**src/design/gmps_pkg.sv**
```systemverilog
// Shared constants and controller/datapath handshake types for the grid minimum path sum block.
package gmps_pkg;

   // Width of the grid size register.
   localparam int GRID_SIZE_W = 6;

   // Width and saturation limits of every path sum.
   localparam int TOTAL_W   = 22;
   localparam int TOTAL_MAX = 2097151;
   localparam int TOTAL_MIN = -2097152;

   // Commands from the controller to the datapath.
   typedef struct packed {
      logic load;       // store the accepted cell
      logic pass_init;  // set up the grid pass counters
      logic issue;      // read one cell and its upper sum
      logic walk_init;  // start the walk at the bottom-left corner
      logic walk_rd;    // read the direction bit at the walk position
      logic walk_step;  // record the move and step toward the start
      logic emit;       // load the next result into the output register
   } gmps_cmd_type;

   // Status from the datapath to the controller.
   typedef struct packed {
      logic load_last;   // the load counter sits on the final cell of the grid
      logic issue_last;  // the pass counters sit on the final cell
      logic walk_done;   // the walk has reached the top-right corner
      logic out_free;    // the output register can take a result this cycle
      logic emit_last;   // the next result is the final one of the run
   } gmps_sts_type;

endpackage

```
**src/design/gmps_ctrl.sv**
```systemverilog
// Controller state machine that sequences loading, the grid pass, the walk and emission.
module gmps_ctrl
   import gmps_pkg::*;
(
   input  logic         clock,
   input  logic         reset,
   input  logic         req_valid,
   output logic         req_ready,
   output gmps_cmd_type cmd,
   input  gmps_sts_type sts
);

   typedef enum logic [2:0] {
      ST_LOAD,
      ST_PASS,
      ST_DRAIN,
      ST_WALK_RD,
      ST_WALK_USE,
      ST_EMIT
   } state_type;

   state_type state_ff;
   state_type state_in;
   logic      ready_ff;
   logic      ready_in;

   // Next state and the commands issued in the current state.
   always_comb begin
      state_in = state_ff;
      cmd      = '0;
      case (state_ff)
         ST_LOAD: begin
            cmd.load = req_valid && ready_ff;
            if (req_valid && ready_ff && sts.load_last) begin
               cmd.pass_init = 1'b1;
               state_in      = ST_PASS;
            end
         end
         ST_PASS: begin
            cmd.issue = 1'b1;
            if (sts.issue_last) begin
               state_in = ST_DRAIN;
            end
         end
         ST_DRAIN: begin
            // The final cell finishes its sum in this cycle.
            cmd.walk_init = 1'b1;
            state_in      = ST_WALK_RD;
         end
         ST_WALK_RD: begin
            if (sts.walk_done) begin
               state_in = ST_EMIT;
            end else begin
               cmd.walk_rd = 1'b1;
               state_in    = ST_WALK_USE;
            end
         end
         ST_WALK_USE: begin
            cmd.walk_step = 1'b1;
            state_in      = ST_WALK_RD;
         end
         ST_EMIT: begin
            if (sts.out_free) begin
               cmd.emit = 1'b1;
               if (sts.emit_last) begin
                  state_in = ST_LOAD;
               end
            end
         end
         default: begin
            state_in = ST_LOAD;
         end
      endcase
   end

   assign ready_in = (state_in == ST_LOAD);

   // State and the registered ready output.
   always_ff @(posedge clock) begin
      if (reset) begin
         state_ff <= ST_LOAD;
         ready_ff <= 1'b1;
      end else begin
         state_ff <= state_in;
         ready_ff <= ready_in;
      end
   end

   assign req_ready = ready_ff;

endmodule

```
**config.mk**
```make
export PLATFORM = sky130hd
export DESIGN_NAME = gmps_ctrl
export DESIGN_NICKNAME = d
export VERILOG_FILES = /design/src/design/gmps_pkg.sv /design/src/design/gmps_ctrl.sv
export SDC_FILE = /design/constraint.sdc
export NUM_CORES = 1
export LEC_CHECK = 0
export BUFFER_PORTS_ARGS = -buffer_cell sky130_fd_sc_hd__buf_2
export CORE_AREA = 2 2 39 41
export DETAILED_ROUTE_END_ITERATION = 10
export DIE_AREA = 0 0 41 43
export PLACE_DENSITY = 0.49
export SYNTH_ARGS = -nofsm -noshare
export SYNTH_HDL_FRONTEND = slang
export SYNTH_SLANG_ARGS = --single-unit
```
**constraint.sdc**
```tcl
create_clock -name clock -period 1.9 [get_ports clock]
set_clock_uncertainty 0.2 [all_clocks]
set_input_delay 0.285 -clock clock [delete_from_list [all_inputs] [get_ports clock]]
set_output_delay 0.285 -clock clock [all_outputs]
set_load 0.01 [all_outputs]
```
==> results of run 1 <==
[metrics by stage]
| step | setup WS (ns) | std cells | area [µm²] |
|---|---|---|---|
| final | 0.173 | 65 | 404 |
| after global routing | 0.111 | 65 | 404 |
| after CTS | 0.157 | 65 | 404 |
| after detailed placement | 0.420 | 62 | 382 |
| after global placement | 0.438 | 62 | 382 |
| after floorplan | 0.531 | 32 | 298 |
[sequential cells by signal (all words and copies together), names as in the netlist]
signal     flops
req_ready      1
state_ff       3
[cell type report]
cell class                      instances  area [µm²]
Fill cell                             157         980
Multi-Input combinational cell         26         203
Sequential cell                         4        80.1
Timing Repair Buffer                   15        75.1
Clock buffer                            3        22.5
Tap cell                               16        20.0
Inverter                                1        3.75
[final timing paths]
path	endpoint	slack, ns	startpoint	depth (start not counted)
worst max register to register	req_ready$_SDFF_PP1_	0.50	state_ff[2]$_SDFF_PP0_	4
worst min-delay path	state_ff[1]$_SDFF_PP0_	0.07	reset	2
worst max-delay path	cmd[0]	0.17	state_ff[1]$_SDFF_PP0_	3
worst min register to register	state_ff[0]$_SDFF_PP0_	0.36	req_ready$_SDFF_PP1_	2
[power groups by stage]
stage          sequential, µW  clock, µW  combinational (µW)
6_report                  103        103                74.9
5_1_grt                   105        114                83.0
4_1_cts                   104        110                76.1
3_5_place_dp              105          0                75.9
3_3_place_gp              105          0                77.1
2_1_floorplan             104          0                47.8
[cell families after synthesis]
logic type,Yosys count,synth area share
AOI/OAI and AO/OA,6,0.172
buffers and inverters,2,0.0504
DFF,4,0.269
and+or+nand+nor,20,0.508
[routing by layer]
layer	vias up	wire, µm	part of all wire
met5	-	0	0
met4	0	0	0
met3	0	55	0.090
met2	11	271	0.44
met1	117	284	0.46
li1	149	-	-
[critical path, delay by kind of cell (launching register included)]
| kind | cells | cell delay [ns] |
|---|---|---|
| flip-flops | 1 | 0.42 |
| AND/OR/NAND/NOR | 2 | 0.46 |
| buffers and inverters | 1 | 0.13 |
[cell usage after synthesis (all sizes together) (2+ instances only)]
library cell | n | area (µm²)
a21oi | 3 | 22.5
and2b | 4 | 33.8
and3 | 2 | 13.8
dfxtp | 4 | 80.1
nand2b | 2 | 15.0
nand3 | 2 | 15.0
nor2 | 2 | 7.51
nor3 | 2 | 15.0
nor3b | 2 | 25.0
[cells in the final DEF (no fill, tap or decap)]
cell type,synthesis,layout
nor3b_2,2,2
a21oi_2,2,2
clkbuf_4,0,3
a31oi_2,1,1
o21bai_1,1,1
nand3_1,1,1
a21oi_1,1,1
nand4_1,1,1
or2b_2,1,1
nor3_2,1,1
inv_1,1,1
and3_2,1,1
and3_1,1,1
dfxtp_1,4,4
a21o_2,1,1
and2b_4,1,1
nor2_1,2,2
and2b_2,1,1
nand2b_2,1,1
nor3_1,1,1
nand2b_1,1,1
and2b_1,2,2
nand3_2,1,1
buf_2,0,15
nand2_1,1,1
nand3b_1,1,1
==> flow_summary_export.csv, run 1 <==
group,metric,value,unit
routing,vias,277,
sta,fin_crit_sh,0.909,
power_and_ir_drop,switching_power,78.4,µW
worst_setup_path,worstPathArrival,1.24,ns
global_routing,grt_pass1_vias,209,
sta,setup-violations-final,0,
synth,syn_nets,40,
worst_setup_path,max_stage_delay,0.42,ns
global_routing,grt_use_met2,0.100,
clock_network,clk_latency,0.23,ns
die,initial_core_util,0.215,
synth,synth_area,298,µm²
synth,syn_area_per_cell,9.31,µm²
routing,ant_nets,0,
place,gp_congestion,0.597,
clock_network,cts-htree-levels,1,
synth,async_flop_share,0,
synth,synth.distinct_cells,25,
synth,syn-instance-count,32,
power_and_ir_drop,pwr-share-clk,0.366,
global_routing,grt_pass1_wl,855,µm
clock_network,hold_buffers,0,
synth,yosys_warnings,0,
global_routing,grt_usage,0.0782,
place,dp_hpwl,494,µm
routing,drc_errors,0,
global_routing,use_met3,0.0314,
worst_setup_path,required,1.41,ns
routing,first_pass_iters,1,
sta,rsz0062_at_grt,"no",
sta,setup_tns,0,ns
power_and_ir_drop,p_int,203,µW
synth,synth_edf_count,0,
routing,wirelength,611,µm
clock_network,cts_resized,0,
cells_and_area,drive_above_1_share,0.633,
global_routing,grtUsageMet1,0.0897,
worst_setup_path,crit_path_cell_trace,"and2b_1, and3_2, buf_2",
die,io_pins,16,
power_and_ir_drop,leakagePower,0.000196,µW
worst_hold_path,hold_path.class,"input pin to register",
sta,worstMarginPinSlew,0.276,ns
power_and_ir_drop,switching_share,0.279,
worst_setup_path,crit_slowest_cell,"dfxtp_1",
power_and_ir_drop,power_density,696,mW/mm²
clock_network,numCtsBuffers,3,
clock_network,tritoncts,"done",
sta,hold-worst-slack,0.0692,ns
worst_setup_path,critPathKind,"register to output port",
clock_network,clockBufferDepth,2,
synth,synth_seq_cells,4,
die,num_rows,14,
flow_run,maxCapViolations,0,
global_routing,antenna_found_initial,0,
worst_setup_path,end_kind,"output port",
power_and_ir_drop,pwr-share-comb,0.266,
die,fp.dieW,41,µm
die,die_y,43,µm
sta,slew_violations,0,
cells_and_area,diodes,0,
synth,synth_ff_type,"dfxtp_1",
clock_network,clock_sinks,4,
clock_network,cts-root-buf,"clkbuf_4",
global_routing,grt.overflow.total,0,
worst_setup_path,critPathMaxFanout,7,
power_and_ir_drop,seq_power_share,0.368,
synth,ys_seq_area_frac,0.269,
sta,max_freq,579,MHz
die,fp.coreArea,0.00138,mm²
clock_network,clkSlewWorstSetupHoldPaths,0.04,ns
cells_and_area,area_growth,35.7,%
place,port_buffers,15,
global_routing,grt_start_max_net_pins,12,
global_routing,grt-busiest-layer,"met2",
sta,period_needed,1.73,ns
die,die-area,0.00176,mm²
routing,drtIter0Drc,0,
cells_and_area,nNetsFinal,59,
power_and_ir_drop,peakVddDrop,0.312,mV
worst_setup_path,startpoint_type,"register",
cells_and_area,final_util,0.292,
clock_network,cts_setup_buffers,0,
power_and_ir_drop,total_power,281,µW
sta,hold_viol,0,
run_status,outcome,"finished, final reports clean",
routing,wl_per_cell,9.40,µm
sta,relSlewSlack,0.816,
routing,vias_per_cell,4.26,
(Power assumes the default switching activity.)
==> run 2, diff against run 1 <==
--- a/config.mk
+++ b/config.mk
@@ -9,6 +9,7 @@
 export CORE_AREA = 2 2 39 41
 export DETAILED_ROUTE_END_ITERATION = 10
 export DIE_AREA = 0 0 41 43
+export MAX_ROUTING_LAYER = met4
 export PLACE_DENSITY = 0.49
 export SYNTH_ARGS = -nofsm -noshare
 export SYNTH_HDL_FRONTEND = slang
==> constraint.sdc (replaced) <==
create_clock -name clock -period 1.7 [get_ports clock]
set_clock_uncertainty 0.2 [all_clocks]
set_input_delay 0.255 -clock clock [delete_from_list [all_inputs] [get_ports clock]]
set_output_delay 0.255 -clock clock [all_outputs]
set_load 0.01 [all_outputs]
==> run 2 against run 1 <==
Compared with the run above: clock power is 12% higher; register-to-register slack worse by 0.11 ns; sequential share of layout area is 0.49 points higher; wire length is 0.49% higher; critical path type unchanged; highest routed layer unchanged.
==> flow_summary_export.csv, run 2 (synthesized netlist as in run 1, its figures left out) <==
group,metric,value,unit
routing,drc_errors,0,
sta,hold_viol,0,
cells_and_area,top_register,"state_ff",
power_and_ir_drop,peakVddDrop,0.350,mV
clock_network,tritoncts,"done",
die,io_pins,16,
die,die_y,43,µm
clock_network,clockBufferDepth,2,
worst_setup_path,critPathMaxFanout,7,
global_routing,grt_usage,0.0832,
clock_network,numCtsBuffers,3,
routing,wl_per_cell,9.45,µm
routing,vias_per_cell,4.23,
die,fp.dieW,41,µm
die,num_rows,14,
sta,worstMarginPinSlew,0.208,ns
sta,relSlewSlack,0.861,
cells_and_area,largest_reg_flops,3,
cells_and_area,nNetsFinal,59,
global_routing,grt_start_max_net_pins,12,
clock_network,clk_latency,0.23,ns
worst_hold_path,hold_path.class,"input pin to register",
worst_setup_path,end_kind,"output port",
place,port_buffers,15,
routing,vias,275,
sta,hold-worst-slack,0.0337,ns
global_routing,grt_pass1_vias,215,
cells_and_area,drive_above_1_share,0.714,
global_routing,grtUsageMet1,0.0897,
worst_setup_path,critPathKind,"register to output port",
sta,fin_crit_sh,0.965,
routing,drtIter0Drc,0,
clock_network,cts_setup_buffers,0,
sta,slew_violations,0,
cells_and_area,diodes,0,
clock_network,clock_sinks,4,
global_routing,grt-busiest-layer,"met2",
global_routing,antenna_found_initial,0,
routing,wirelength,614,µm
routing,first_pass_iters,1,
power_and_ir_drop,leakagePower,0.000198,µW
sta,max_freq,610,MHz
cells_and_area,mostFrequentLayoutCells,"15 x buf_2, 3 x clkbuf_4, 3 x dfxtp_2",
global_routing,use_met3,0.0314,
worst_setup_path,startpoint_type,"register",
worst_setup_path,required,1.24,ns
clock_network,cts-root-buf,"clkbuf_4",
power_and_ir_drop,total_power,318,µW
place,gp_congestion,0.601,
power_and_ir_drop,power_density,771,mW/mm²
clock_network,cts-htree-levels,1,
sta,setup_tns,0,ns
sta,period_needed,1.64,ns
routing,ant_nets,0,
global_routing,grt_pass1_wl,883,µm
clock_network,clkSlewWorstSetupHoldPaths,0.04,ns
sta,setup-violations-final,0,
cells_and_area,final_common_cell,"buf_2",
global_routing,grt_use_met2,0.109,
die,die-area,0.00176,mm²
sta,rsz0062_at_grt,"no",
global_routing,grt.overflow.total,0,
cells_and_area,area_growth,38.7,%
flow_run,maxCapViolations,0,
worst_setup_path,worstPathArrival,1.18,ns
cells_and_area,nFillCells,157,
run_status,outcome,"finished, final reports clean",
place,dp_hpwl,494,µm
die,fp.coreArea,0.00138,mm²
die,initial_core_util,0.215,
## run 2: timing repair
item | CTS | global route
setup endpoints to repair | 1 | 3
hold buffers | 0 | 0
resized for setup | 1 | 3
## run 2: through the flow
step	cell area [µm²]	worst slack (ns)	util	instances
floorplan	298	0.361	-	32
global placement	382	0.268	0.276	62
detailed placement	382	0.250	0.276	62
CTS	405	0.0335	0.293	65
global route	413	0.0121	0.298	65
finish	413	0.0600	0.298	65
## run 2: routing by layer
layer / vias to the layer above / part of all wire
li1: 149 / -
met4: 0 / 0
met5: - / 0
met1: 115 / 0.45
met2: 11 / 0.46
met3: 0 / 0.090
## run 2: critical path, cell delays in order, from the launching register on
cell and delay, ns:
dfxtp_2 0.38, and2b_1 0.23, and3_2 0.21, buf_2 0.13
## run 2: worst paths after layout
kind | start | to | slack, ns | cells past startpoint
setup / recovery | state_ff[1]$_SDFF_PP0_ | cmd[0] | 0.06 | 3
hold / removal | reset | state_ff[1]$_SDFF_PP0_ | 0.03 | 2
setup reg to reg | state_ff[2]$_SDFF_PP0_ | req_ready$_SDFF_PP1_ | 0.39 | 4
hold reg to reg | req_ready$_SDFF_PP1_ | state_ff[0]$_SDFF_PP0_ | 0.36 | 2
## run 2: power by group
part           switching [µW]  internal [µW]
Sequential               12.3            105
Combinational            40.1           45.2
Clock                    36.4           78.8
Total                    88.9            229
## run 2: final cells by class
cell class              instances  area [µm²]  area share
well taps                      16        20.0      0.0485
flip-flops and latches          4        83.8       0.203
repair buffers                 15        75.1       0.182
multi-input cells              26         208       0.503
inverters                       1        3.75     0.00909
clock buffers                   3        22.5      0.0545
